## src/sv/tip_pkg.sv

```systemverilog
`default_nettype none

package tip_pkg;

    localparam int MAX_LENGTH_DEF = 4096;
    localparam int QUEUE_DEPTH    = 2;

    localparam int BASE_W   = 6;
    localparam int OFFSET_W = 13;
    localparam int VALUE_W  = 64;
    localparam int CODE_W   = 2;

    localparam logic [BASE_W-1:0] BASE_RESET = 6'd10;
    localparam logic [BASE_W-1:0] BASE_MAX   = 6'd36;
    localparam logic [BASE_W-1:0] BASE_AUTO  = 6'd0;
    localparam logic [BASE_W-1:0] BASE_ONE   = 6'd1;
    localparam logic [BASE_W-1:0] BASE_BIN   = 6'd2;
    localparam logic [BASE_W-1:0] BASE_OCT   = 6'd8;
    localparam logic [BASE_W-1:0] BASE_DEC   = 6'd10;
    localparam logic [BASE_W-1:0] BASE_HEX   = 6'd16;

    localparam logic [CODE_W-1:0] STOP_END          = 2'd0;
    localparam logic [CODE_W-1:0] STOP_INVALID_CHAR = 2'd1;
    localparam logic [CODE_W-1:0] STOP_INVALID_BASE = 2'd2;

    // One classified character as it travels from the front to the back.
    typedef struct packed {
        logic                is_nul;
        logic                is_blank;
        logic                is_minus;
        logic                is_zero;
        logic                is_b;
        logic                is_x;
        logic                is_alnum;
        logic [BASE_W-1:0]   digit;
        logic                first;
        logic [BASE_W-1:0]   base;
        logic [OFFSET_W-1:0] at;
        logic [OFFSET_W-1:0] next_at;
        logic                final_req;
    } tip_item_t;

endpackage

`default_nettype wire

```

## src/sv/tip_front.sv

```systemverilog
`default_nettype none

module tip_front
    import tip_pkg::*;
#(
    parameter int MAX_LENGTH = MAX_LENGTH_DEF
) (
    input  wire logic              aclk,
    input  wire logic              aresetn,
    input  wire logic              s_valid,
    output logic                   s_ready,
    input  wire logic [7:0]        s_character,
    input  wire logic              s_final_req,
    input  wire logic [BASE_W-1:0] number_base,
    output logic                   push_valid,
    input  wire logic              push_ready,
    output tip_item_t              push_item
);

    localparam int POS_W = $clog2(MAX_LENGTH + 1);

    logic [POS_W-1:0]          pos_reg;
    logic [POS_W-1:0]          pos_next;
    logic [POS_W-1:0]          pos_inc;
    logic [POS_W+OFFSET_W-1:0] at_ext;
    logic [POS_W+OFFSET_W-1:0] next_ext;
    logic [7:0]                lower;
    logic                      is_num;
    logic                      is_letter;

    assign s_ready    = push_ready;
    assign push_valid = s_valid;

    // Position saturates at the maximum length; offsets are reported modulo 2^13.
    assign pos_inc  = (pos_reg < POS_W'(MAX_LENGTH)) ? POS_W'(pos_reg + 1'b1) : pos_reg;
    assign at_ext   = {{OFFSET_W{1'b0}}, pos_reg};
    assign next_ext = {{OFFSET_W{1'b0}}, pos_inc};

    assign lower     = (s_character >= 8'd65 && s_character <= 8'd90) ?
                       8'(s_character + 8'd32) : s_character;
    assign is_num    = (s_character >= 8'd48 && s_character <= 8'd57);
    assign is_letter = (lower >= 8'd97 && lower <= 8'd122);

    always_comb begin
        push_item.is_nul    = (s_character == 8'd0);
        push_item.is_blank  = (s_character == 8'd32) || (s_character == 8'd12) ||
                              (s_character == 8'd10) || (s_character == 8'd13) ||
                              (s_character == 8'd9)  || (s_character == 8'd11);
        push_item.is_minus  = (s_character == 8'd45);
        push_item.is_zero   = (s_character == 8'd48);
        push_item.is_b      = (lower == 8'd98);
        push_item.is_x      = (lower == 8'd120);
        push_item.is_alnum  = is_num || is_letter;
        if (is_num) begin
            push_item.digit = BASE_W'(s_character - 8'd48);
        end else begin
            push_item.digit = BASE_W'(lower - 8'd87);
        end
        push_item.first     = (pos_reg == '0);
        push_item.base      = number_base;
        push_item.at        = at_ext[OFFSET_W-1:0];
        push_item.next_at   = next_ext[OFFSET_W-1:0];
        push_item.final_req = s_final_req;
    end

    always_comb begin
        pos_next = pos_reg;
        if (s_valid && s_ready) begin
            pos_next = s_final_req ? '0 : pos_inc;
        end
    end

    always_ff @(posedge aclk) begin
        if (!aresetn) begin
            pos_reg <= '0;
        end else begin
            pos_reg <= pos_next;
        end
    end

endmodule

`default_nettype wire

```

## src/sv/tip_queue.sv

```systemverilog
`default_nettype none

module tip_queue
    import tip_pkg::*;
(
    input  wire logic  aclk,
    input  wire logic  aresetn,
    input  wire logic  push_valid,
    output logic       push_ready,
    input  tip_item_t  push_item,
    output logic       pop_valid,
    input  wire logic  pop_ready,
    output tip_item_t  pop_item
);

    localparam int PTR_W = (QUEUE_DEPTH > 1) ? $clog2(QUEUE_DEPTH) : 1;
    localparam int CNT_W = $clog2(QUEUE_DEPTH + 1);

    tip_item_t        entry_reg [QUEUE_DEPTH];
    logic [PTR_W-1:0] wr_ptr_reg;
    logic [PTR_W-1:0] wr_ptr_next;
    logic [PTR_W-1:0] rd_ptr_reg;
    logic [PTR_W-1:0] rd_ptr_next;
    logic [CNT_W-1:0] count_reg;
    logic [CNT_W-1:0] count_next;
    logic             push;
    logic             pop;

    assign push_ready = (count_reg != CNT_W'(QUEUE_DEPTH));
    assign pop_valid  = (count_reg != '0);
    assign pop_item   = entry_reg[rd_ptr_reg];
    assign push       = push_valid && push_ready;
    assign pop        = pop_valid && pop_ready;

    always_comb begin
        wr_ptr_next = wr_ptr_reg;
        rd_ptr_next = rd_ptr_reg;
        count_next  = count_reg;
        if (push) begin
            wr_ptr_next = (wr_ptr_reg == PTR_W'(QUEUE_DEPTH - 1)) ? '0 :
                          PTR_W'(wr_ptr_reg + 1'b1);
        end
        if (pop) begin
            rd_ptr_next = (rd_ptr_reg == PTR_W'(QUEUE_DEPTH - 1)) ? '0 :
                          PTR_W'(rd_ptr_reg + 1'b1);
        end
        if (push && !pop) begin
            count_next = CNT_W'(count_reg + 1'b1);
        end else if (pop && !push) begin
            count_next = CNT_W'(count_reg - 1'b1);
        end
    end

    always_ff @(posedge aclk) begin
        if (!aresetn) begin
            wr_ptr_reg <= '0;
            rd_ptr_reg <= '0;
            count_reg  <= '0;
        end else begin
            wr_ptr_reg <= wr_ptr_next;
            rd_ptr_reg <= rd_ptr_next;
            count_reg  <= count_next;
        end
    end

    always_ff @(posedge aclk) begin
        if (push) begin
            entry_reg[wr_ptr_reg] <= push_item;
        end
    end

endmodule

`default_nettype wire

```

## src/sv/tip_back.sv

```systemverilog
`default_nettype none

module tip_back
    import tip_pkg::*;
(
    input  wire logic                 aclk,
    input  wire logic                 aresetn,
    input  wire logic                 item_valid,
    output logic                      item_ready,
    input  tip_item_t                 item,
    output logic                      m_valid,
    input  wire logic                 m_ready,
    output logic [VALUE_W-1:0]        m_value,
    output logic [OFFSET_W-1:0]       m_end_offset,
    output logic [CODE_W-1:0]         m_stop_code
);

    localparam logic [2:0] PH_LEAD      = 3'd0;
    localparam logic [2:0] PH_PREFIX    = 3'd1;
    localparam logic [2:0] PH_ZERO_AUTO = 3'd2;
    localparam logic [2:0] PH_ZERO_HEX  = 3'd3;
    localparam logic [2:0] PH_DIGITS    = 3'd4;
    localparam logic [2:0] PH_DONE      = 3'd5;

    logic [2:0]          phase_reg, phase_next;
    logic [VALUE_W-1:0]  acc_reg, acc_next;
    logic                neg_reg, neg_next;
    logic [BASE_W-1:0]   base_reg, base_next;
    logic [OFFSET_W-1:0] stop_off_reg, stop_off_next;
    logic [CODE_W-1:0]   code_reg, code_next;

    logic                m_valid_reg, m_valid_next;
    logic [VALUE_W-1:0]  m_acc_reg;
    logic                m_neg_reg;
    logic [OFFSET_W-1:0] m_off_reg;
    logic [CODE_W-1:0]   m_code_reg;

    logic                take;
    logic                start;
    logic                do_digit;
    logic [VALUE_W-1:0]  product;

    // A closing character needs the result register free; others never wait.
    assign item_ready = !item.final_req || !m_valid_reg || m_ready;
    assign take       = item_valid && item_ready;

    always_comb begin
        phase_next    = phase_reg;
        base_next     = item.first ? item.base : base_reg;
        neg_next      = neg_reg;
        stop_off_next = stop_off_reg;
        code_next     = code_reg;
        acc_next      = acc_reg;
        start         = 1'b0;
        do_digit      = 1'b0;
        product       = '0;

        if (item.first && (item.base == BASE_ONE || item.base > BASE_MAX)) begin
            phase_next    = PH_DONE;
            stop_off_next = '0;
            code_next     = STOP_INVALID_BASE;
        end

        unique case (phase_next)
            PH_LEAD: begin
                if (item.is_nul) begin
                    do_digit = 1'b1;
                end else if (item.is_blank) begin
                    do_digit = 1'b0;
                end else if (item.is_minus) begin
                    neg_next   = 1'b1;
                    phase_next = PH_PREFIX;
                end else begin
                    start = 1'b1;
                end
            end
            PH_PREFIX: begin
                start = 1'b1;
            end
            PH_ZERO_AUTO: begin
                phase_next = PH_DIGITS;
                if (item.is_b) begin
                    base_next = BASE_BIN;
                end else if (item.is_x) begin
                    base_next = BASE_HEX;
                end else begin
                    base_next = BASE_OCT;
                    do_digit  = 1'b1;
                end
            end
            PH_ZERO_HEX: begin
                phase_next = PH_DIGITS;
                do_digit   = !item.is_x;
            end
            PH_DIGITS: begin
                do_digit = 1'b1;
            end
            default: begin
                do_digit = 1'b0;
            end
        endcase

        if (start) begin
            if (base_next == BASE_AUTO && item.is_zero) begin
                phase_next = PH_ZERO_AUTO;
            end else if (base_next == BASE_HEX && item.is_zero) begin
                phase_next = PH_ZERO_HEX;
            end else begin
                if (base_next == BASE_AUTO) begin
                    base_next = BASE_DEC;
                end
                phase_next = PH_DIGITS;
                do_digit   = 1'b1;
            end
        end

        product = acc_reg * {{(VALUE_W-BASE_W){1'b0}}, base_next};

        if (do_digit) begin
            if (item.is_nul) begin
                phase_next    = PH_DONE;
                stop_off_next = item.at;
                code_next     = STOP_END;
            end else if (item.is_blank) begin
                acc_next = acc_reg;
            end else if (!item.is_alnum || item.digit >= base_next) begin
                phase_next    = PH_DONE;
                stop_off_next = item.at;
                code_next     = STOP_INVALID_CHAR;
            end else begin
                acc_next = product + {{(VALUE_W-BASE_W){1'b0}}, item.digit};
            end
        end
    end

    always_comb begin
        m_valid_next = m_valid_reg;
        if (take && item.final_req) begin
            m_valid_next = 1'b1;
        end else if (m_ready) begin
            m_valid_next = 1'b0;
        end
    end

    always_ff @(posedge aclk) begin
        if (!aresetn) begin
            phase_reg    <= PH_LEAD;
            acc_reg      <= '0;
            neg_reg      <= 1'b0;
            base_reg     <= '0;
            stop_off_reg <= '0;
            code_reg     <= STOP_END;
            m_valid_reg  <= 1'b0;
        end else begin
            m_valid_reg <= m_valid_next;
            if (take) begin
                if (item.final_req) begin
                    phase_reg    <= PH_LEAD;
                    acc_reg      <= '0;
                    neg_reg      <= 1'b0;
                    base_reg     <= '0;
                    stop_off_reg <= '0;
                    code_reg     <= STOP_END;
                end else begin
                    phase_reg    <= phase_next;
                    acc_reg      <= acc_next;
                    neg_reg      <= neg_next;
                    base_reg     <= base_next;
                    stop_off_reg <= stop_off_next;
                    code_reg     <= code_next;
                end
            end
        end
    end

    // A string closed without a stop ends just after its last character.
    always_ff @(posedge aclk) begin
        if (take && item.final_req) begin
            m_acc_reg <= acc_next;
            m_neg_reg <= neg_next;
            if (phase_next == PH_DONE) begin
                m_off_reg  <= stop_off_next;
                m_code_reg <= code_next;
            end else begin
                m_off_reg  <= item.next_at;
                m_code_reg <= STOP_END;
            end
        end
    end

    assign m_valid      = m_valid_reg;
    assign m_value      = m_neg_reg ? VALUE_W'(~m_acc_reg + 1'b1) : m_acc_reg;
    assign m_end_offset = m_off_reg;
    assign m_stop_code  = m_code_reg;

endmodule

`default_nettype wire

```

## src/sv/text_to_integer_parser_core.sv

```systemverilog
`default_nettype none

// Streaming string-to-integer parser. Each s_ transfer carries one character;
// the transfer with s_final_req high closes the string and yields exactly one
// m_ result (value, end offset, stop code). The block takes one character
// every cycle unless the back holds a closing character for a busy result
// register: the front classifies the byte and stamps its offset, a two-entry
// queue decouples it from the back, and the back does one 64-bit by 6-bit
// multiply-add per cycle, which sets the clock. m_valid is registered when the
// back takes the closing character; the result is held in an output register,
// so the next string streams up to its last character while the result waits.
// The cfg_number_base radix is sampled on each string's first character.

module text_to_integer_parser_core
    import tip_pkg::*;
#(
    parameter int MAX_LENGTH = MAX_LENGTH_DEF
) (
    input  wire logic                aclk,
    input  wire logic                aresetn,
    input  wire logic                cfg_valid,
    output logic                     cfg_ready,
    input  wire logic [BASE_W-1:0]   cfg_number_base,
    input  wire logic                s_valid,
    output logic                     s_ready,
    input  wire logic [7:0]          s_character,
    input  wire logic                s_final_req,
    output logic                     m_valid,
    input  wire logic                m_ready,
    output logic [VALUE_W-1:0]       m_value,
    output logic [OFFSET_W-1:0]      m_end_offset,
    output logic [CODE_W-1:0]        m_stop_code
);

    logic [BASE_W-1:0] base_reg;
    logic              push_valid;
    logic              push_ready;
    tip_item_t         push_item;
    logic              pop_valid;
    logic              pop_ready;
    tip_item_t         pop_item;

    assign cfg_ready = 1'b1;

    always_ff @(posedge aclk) begin
        if (!aresetn) begin
            base_reg <= BASE_RESET;
        end else if (cfg_valid && cfg_ready) begin
            base_reg <= cfg_number_base;
        end
    end

    tip_front #(
        .MAX_LENGTH (MAX_LENGTH)
    ) u_front (
        .aclk        (aclk),
        .aresetn     (aresetn),
        .s_valid     (s_valid),
        .s_ready     (s_ready),
        .s_character (s_character),
        .s_final_req (s_final_req),
        .number_base (base_reg),
        .push_valid  (push_valid),
        .push_ready  (push_ready),
        .push_item   (push_item)
    );

    tip_queue u_queue (
        .aclk       (aclk),
        .aresetn    (aresetn),
        .push_valid (push_valid),
        .push_ready (push_ready),
        .push_item  (push_item),
        .pop_valid  (pop_valid),
        .pop_ready  (pop_ready),
        .pop_item   (pop_item)
    );

    tip_back u_back (
        .aclk         (aclk),
        .aresetn      (aresetn),
        .item_valid   (pop_valid),
        .item_ready   (pop_ready),
        .item         (pop_item),
        .m_valid      (m_valid),
        .m_ready      (m_ready),
        .m_value      (m_value),
        .m_end_offset (m_end_offset),
        .m_stop_code  (m_stop_code)
    );

    // A bad radix stops before any digit is taken.
    a_bad_base_empty: assert property (@(posedge aclk) disable iff (!aresetn)
        (m_valid && m_stop_code == STOP_INVALID_BASE) |->
            (m_end_offset == '0 && m_value == '0))
        else $error("invalid base result carries a value or offset");

    // Stopping at the very first character leaves nothing accumulated.
    a_offset_zero_value: assert property (@(posedge aclk) disable iff (!aresetn)
        (MAX_LENGTH < 8192 && m_valid && m_end_offset == '0) |-> (m_value == '0))
        else $error("result stopped at offset zero with a nonzero value");

endmodule

`default_nettype wire
```

## config.mk

```make
export PLATFORM = sky130hd
export DESIGN_NAME = text_to_integer_parser_core
export DESIGN_NICKNAME = d
export VERILOG_FILES = /design/src/sv/tip_pkg.sv /design/src/sv/tip_front.sv /design/src/sv/tip_queue.sv /design/src/sv/tip_back.sv /design/src/sv/text_to_integer_parser_core.sv
export SDC_FILE = /design/constraint.sdc
export NUM_CORES = 1
export LEC_CHECK = 0
export BUFFER_PORTS_ARGS = -buffer_cell sky130_fd_sc_hd__buf_4
export CAP_MARGIN = 5
export CORE_ASPECT_RATIO = 0.6
export CORE_MARGIN = 2
export CORE_UTILIZATION = 52
export DETAILED_ROUTE_END_ITERATION = 7
export PLACE_DENSITY = 0.72
export SLEW_MARGIN = 20
export SYNTH_ARGS = -nofsm -noshare
export SYNTH_HDL_FRONTEND = slang
export SYNTH_SLANG_ARGS = --single-unit
```

## constraint.sdc

```tcl
create_clock -name aclk -period 17.91 [get_ports aclk]
set_input_delay 3.582 -clock aclk [delete_from_list [all_inputs] [get_ports aclk]]
set_output_delay 3.582 -clock aclk [all_outputs]
set_load 0.01 [all_outputs]
```

**Word level (Yosys, flattened, before mapping)**

Memory sizes are Yosys's and may differ from the RTL's. A register that Yosys moved wholly into a read port is not among the register bits.
Index checks and enable logic that the tools add are counted.

- Bits in registers: 193
- Bits in writable memories: 94
- Output and inout port bits: 82
- Logic and storage cells: 162
- Memories: 1

- Add/subtract/negate cells: 10
- Multiply operators: 1
- $lt $le $gt $ge: 9
- Equal/unequal tests: 18
- Mux-type cells: 71
- Bitwise logic cells: 1
- Reduce and logical (&&, ||, !) cells: 35

Memories:

| name | words | bits a word | rd ports | clocked after Yosys merged registers in | write ports | RTL line | RTL |
|---|---|---|---|---|---|---|---|
| u_queue.entry_reg | 2 | 47 | 1 | 1 | 1 | tip_queue.sv:19 | `tip_item_t entry_reg [QUEUE_DEPTH];` |

Operator list:

| kind | count |
|---|---|
| $mux W64 | 6 |
| $mux W13 | 9 |
| $add A64 B1 Y64 const B | 1 |
| $add A64 B6 Y64 | 1 |
| $mul A64 B6 Y64 | 1 |
| $not A64 Y64 | 1 |
| $mux W6 | 9 |
| $eq A8 B4 Y1 const B | 5 |
| $mux W3 | 12 |
| $eq A8 B6 Y1 const B | 3 |
| $mux W1 | 22 |
| $eq A8 B7 Y1 const B | 2 |
| $ge A8 B7 Y1 const B | 2 |
| $le A8 B7 Y1 const B | 2 |
| $mux W2 | 8 |
| $add A13 B1 Y13 const B | 1 |
| $logic_not A13 Y1 | 1 |
| $lt A13 B13 Y1 const B | 1 |
| $logic_and A1 B1 Y1 | 11 |
| $logic_or A1 B1 Y1 | 10 |
| $add A8 B6 Y8 const B | 1 |
| $ge A8 B6 Y1 const B | 1 |
| $le A8 B6 Y1 const B | 1 |
| $logic_not A8 Y1 | 1 |
| 23 further kinds | 33 |

**Logic depth before layout (Yosys ltp)**

- Word-level depth: 19
- Mapped depth: 31

**Cells and area by module**

A second synthesis with hierarchy kept.

- Cells, all modules: 2598
- Area total of the unflattened synthesis: 26185.1 um^2

Modules (own cells, without submodules):

| module | times used | cells each | area each (um^2) |
|---|---|---|---|
| tip_back | 1 | 2220 | 20833.7 |
| tip_queue | 1 | 170 | 3638.5 |
| tip_front | 1 | 187 | 1477.7 |
| text_to_integer_parser_core | 1 | 21 | 235.2 |

**Least setup slack after synthesis**

OpenSTA, ideal clock, no wires.

- Kind: input-to-reg
- From: input port m_ready
- To: register u_back.m_acc_reg[0] (enable)
- Setup time: 522 ps
- Arrival: 7424 ps
- Data required time: 17388 ps
- Path slack: 9963 ps
- Cell stages on the path: 5
- Buffers on the path: 1
- Cells stage by stage: nor2b_1 nand2b_1 o21ai_1 clkbuf_1 nor2_1

- Cells in the longest elaborated chain, start to end: 3

RTL lines:

| element | RTL line | RTL |
|---|---|---|
| from (decl) | text_to_integer_parser_core.sv:29 | `input wire logic m_ready,` |
| $logic_or A1 B1 Y1 | tip_back.sv:44 | `assign item_ready = !item.final_req \|\| !m_valid_reg \|\| m_ready;` |
| $logic_and A1 B1 Y1 | tip_back.sv:45 | `assign take = item_valid && item_ready;` |
| $logic_and A1 B1 Y1 | tip_back.sv:178 | `if (take && item.final_req) begin` |
| to (signal assigned) | tip_back.sv:179 | `m_acc_reg <= acc_next;` |
| to (decl) | tip_back.sv:33 | `logic [VALUE_W-1:0] m_acc_reg;` |

No other way between the ends.
A chain may end at the register's enable or synchronous reset.

==> impl_metrics.ini <==
[yosys]
async_reset_ff_share_pct = 0
synth_nets = 3032
ys_warn_count = 0
syn_avg_cell_area_um2 = 9.81
netlist_instances = 2622
synth_cell_types = 79
synth_ff_type = edfxtp_1
synth_seq_cells = 288
yosysSeqAreaShare_pct = 29.2
synth-edff-count = 174
syn_area_um2 = 25700

[pwr]
p_clk_share_pct = 25.6
power.switching_mw = 1.18
intPower_mw = 1.62
combPwrFrac_pct = 41.9
sw_frac_of_total_pct = 42.2
ir_worst_vdd_uv = 90.4
power_density_nw_per_um2 = 99.2
p_seq_share_pct = 32.5
leakage_nw = 12.4

[sta]
setup_viol = 0
tightest_slew_ns = 1.12
rsz0062_at_grt = no
hold_viol = 0
finalCritPeriodShare_pct = 52.8
fin_crit_ns = 9.45
drv_slew = 0
clock.fmax_mhz = 106
tns_ns = 0
max_slew_margin_pct = 23.1
skew_ns = 0.0502

[grt]
grt_max_degree = 67
gr-total-overflow = 0
antenna_found_initial = 0
first_global_vias = 20627
grt_use_total_pct = 29.6
grt_pass1_wl_um = 119000

[placement]
place_congestion = 0.985
dp_hpwl_um = 54500
placed_area_um2 = 27100
portBuffers = 100

[critical_path]
reg2reg_depth = 24
start_kind = flip-flop
end_kind = flip-flop
endpoint = u_back.m_acc_reg[57]$_DFFE_PP_
crit_type = flip-flop to flip-flop
reg2reg_to = u_back.m_acc_reg[57]$_DFFE_PP_
crit_required_ns = 18.22
r2r_setup_slack_ns = 8.46
arrival_ns = 9.76
cp_max_fo = 61

[route]
wirelength_um = 75700
viasPerCell = 6.19
drtPass1Iterations = 8
postRouteAntennaNets = 0
drc = 0
initialDrtViolationCount = 2161
wl_per_cell_um = 22.8
route.vias.total = 20588

[floorplanning]
die_area_um2 = 51300
num_rows = 63
io_pins = 102
coreArea_um2 = 49100
dieHeight_um = 176
initial_core_util_pct = 52.4
die_w_um = 291

[clock_network]
cts.root.buffer_cell = clkbuf_16
path_clk_slew_ns = 0.07
cts-htree-levels = 1
postCtsSetupBuffers = 0
cts_tree = built
cts_hold_buf = 0
cts_buffer_depth = 3
cts_buffers = 30
clk-insertion-delay-late_ns = 0.62
cts_resized = 0
cts.sinks = 288

[status]
status = finished, final reports clean

[hold_path]
hold_path_depth = 2
hold_path_class = flip-flop to flip-flop

[layout]
finish.instance_area_um2 = 28200
area_growth_pct = 9.83
diodes = 0
fillers = 4173
drive_gt1_share_pct = 9.68
nets = 3063
largest_register_ffs = 94

[flow_run]
drv_cap = 0
power by group through the flow:
| stage | Sequential [mW] | Clock (mW) | Combinational [mW] |
|---|---|---|---|
| floorplan | 0.903 | 0 | 0.659 |
| global placement | 0.918 | 0 | 1.12 |
| detailed placement | 0.920 | 0 | 1.14 |
| CTS | 0.908 | 0.722 | 1.14 |
| global route | 0.918 | 0.747 | 1.24 |
| finish | 0.910 | 0.717 | 1.17 |
worst min-delay path by stage:
stage | end | from | slack (ns)
2_1_floorplan | u_queue.entry_reg[0][18]$_DFFE_PP_ | u_front.pos_reg[4]$_SDFFE_PN0P_ | 0.42
3_3_place_gp | u_queue.entry_reg[1][28]$_DFFE_PP_ | base_reg[1]$_SDFFE_PN1P_ | 0.44
3_5_place_dp | u_back.stop_off_reg[12]$_SDFFE_PN0P_ | u_back.stop_off_reg[12]$_SDFFE_PN0P_ | 0.45
4_1_cts | u_back.stop_off_reg[12]$_SDFFE_PN0P_ | u_back.stop_off_reg[12]$_SDFFE_PN0P_ | 0.46
5_1_grt | u_back.stop_off_reg[2]$_SDFFE_PN0P_ | u_back.stop_off_reg[2]$_SDFFE_PN0P_ | 0.48
6_report | u_back.stop_off_reg[7]$_SDFFE_PN0P_ | u_back.stop_off_reg[7]$_SDFFE_PN0P_ | 0.46
routing by layer:
layer  part of all wire [%]  track usage (%)
met5                      0                0
met4                    2.4             7.02
met3                    8.9             4.92
met2                     42             42.7
met1                     47             45.9
critical path, cell delays in order (launching register included):
cell	delay, ns
dfxtp_2	0.31
buf_4	0.68
mux2i_1	0.30
a221oi_1	0.76
o21ai_0	0.22
a211o_1	0.42
nor2_1	0.58
nor2_4	0.25
buf_4	0.41
nor2b_1	0.25
fa_1	0.45
fa_1	0.54
fa_1	0.49
ha_1	0.31
ha_1	0.45
nand4_1	0.15
or2_1	0.30
nor3_1	0.29
inv_1	0.14
a211oi_1	0.73
o211ai_1	0.21
nand2_1	0.19
a31oi_1	0.11
xor2_1	0.39
o21ai_0	0.15
stage by stage:
| step | hold WS (ns) | setup slack [ns] | power [mW] | util [%] | cells |
|---|---|---|---|---|---|
| after floorplan | 0.424 | 9.96 | 1.56 | - | 2622 |
| after global placement | 0.437 | 9.02 | 2.04 | 55.1 | 3270 |
| after detailed placement | 0.447 | 8.75 | 2.06 | 55.1 | 3270 |
| after CTS | 0.455 | 8.71 | 2.77 | 57.4 | 3326 |
| after global routing | 0.482 | 7.92 | 2.90 | 57.5 | 3327 |
| final | 0.460 | 8.46 | 2.80 | 57.5 | 3327 |
final cells by class:
| type | instances | area (µm²) | share of cell area (%) |
|---|---|---|---|
| multi-input combinational | 2100 | 17400 | 61.7 |
| sequential | 288 | 7510 | 26.6 |
| timing repair buffer | 128 | 981 | 3.47 |
| clock buffer | 36 | 813 | 2.88 |
| tap | 650 | 813 | 2.88 |
| inverter | 105 | 395 | 1.40 |
| clock inverter | 20 | 315 | 1.12 |
kinds of logic (layout without fill, tap and decap cells):
kind of cell               Yosys count  in the layout  share of synthesized area [%]
AOI/OAI and AO/OA                  537            537                           13.8
xor gates and xnor gates           129            129                           4.45
buffers and inverters              234            289                           3.48
muxes                               87             87                           3.55
and+or+nand+nor                    956            956                           19.5
DFF                                288            288                           29.2
adders and majority gates          390            390                           26.0
other                                1              1                         0.0146
cells in the final DEF, fill, tap and decap left out, drive strengths merged, types with 16 or more instances in the layout:
master    n
nor3     39
inv     107
mux2i    53
edfxtp  174
fa      240
o21bai   16
mux2     34
nand4    17
o31ai    30
nor2b    68
and2    281
ha      150
xor2     29
a211oi   17
nand2   241
nand3    40
a21o     46
a21oi   136
o21ai   117
nor2    147
a22oi    43
dfxtp   114
buf     128
and3     18
clkbuf   36
xnor2    99
o31a     16
or3      25
o211ai   17
nand2b   21
cell usage after synthesis, drive strengths merged, types with 17 or more instances:
| library cell | count | share of area (%) |
|---|---|---|
| nand3 | 40 | 0.78 |
| inv | 105 | 1.5 |
| or3 | 25 | 0.65 |
| o211ai | 17 | 0.50 |
| o21ai | 117 | 2.3 |
| dfxtp | 114 | 8.9 |
| fa | 240 | 19 |
| clkbuf | 107 | 1.6 |
| xor2 | 29 | 0.99 |
| nand2b | 21 | 0.57 |
| nor3 | 39 | 0.76 |
| mux2 | 34 | 1.5 |
| nand4 | 17 | 0.41 |
| a21oi | 136 | 2.6 |
| and2 | 281 | 6.8 |
| o31ai | 30 | 1.0 |
| edfxtp | 174 | 20 |
| nor2 | 147 | 2.1 |
| buf | 22 | 0.38 |
| a22oi | 43 | 1.3 |
| xnor2 | 99 | 3.4 |
| mux2i | 53 | 2.1 |
| ha | 150 | 7.3 |
| and3 | 18 | 0.44 |
| nor2b | 68 | 1.7 |
| nand2 | 241 | 3.5 |
| a211oi | 17 | 0.50 |
| a21o | 46 | 1.3 |
(Power assumes the default switching activity.)
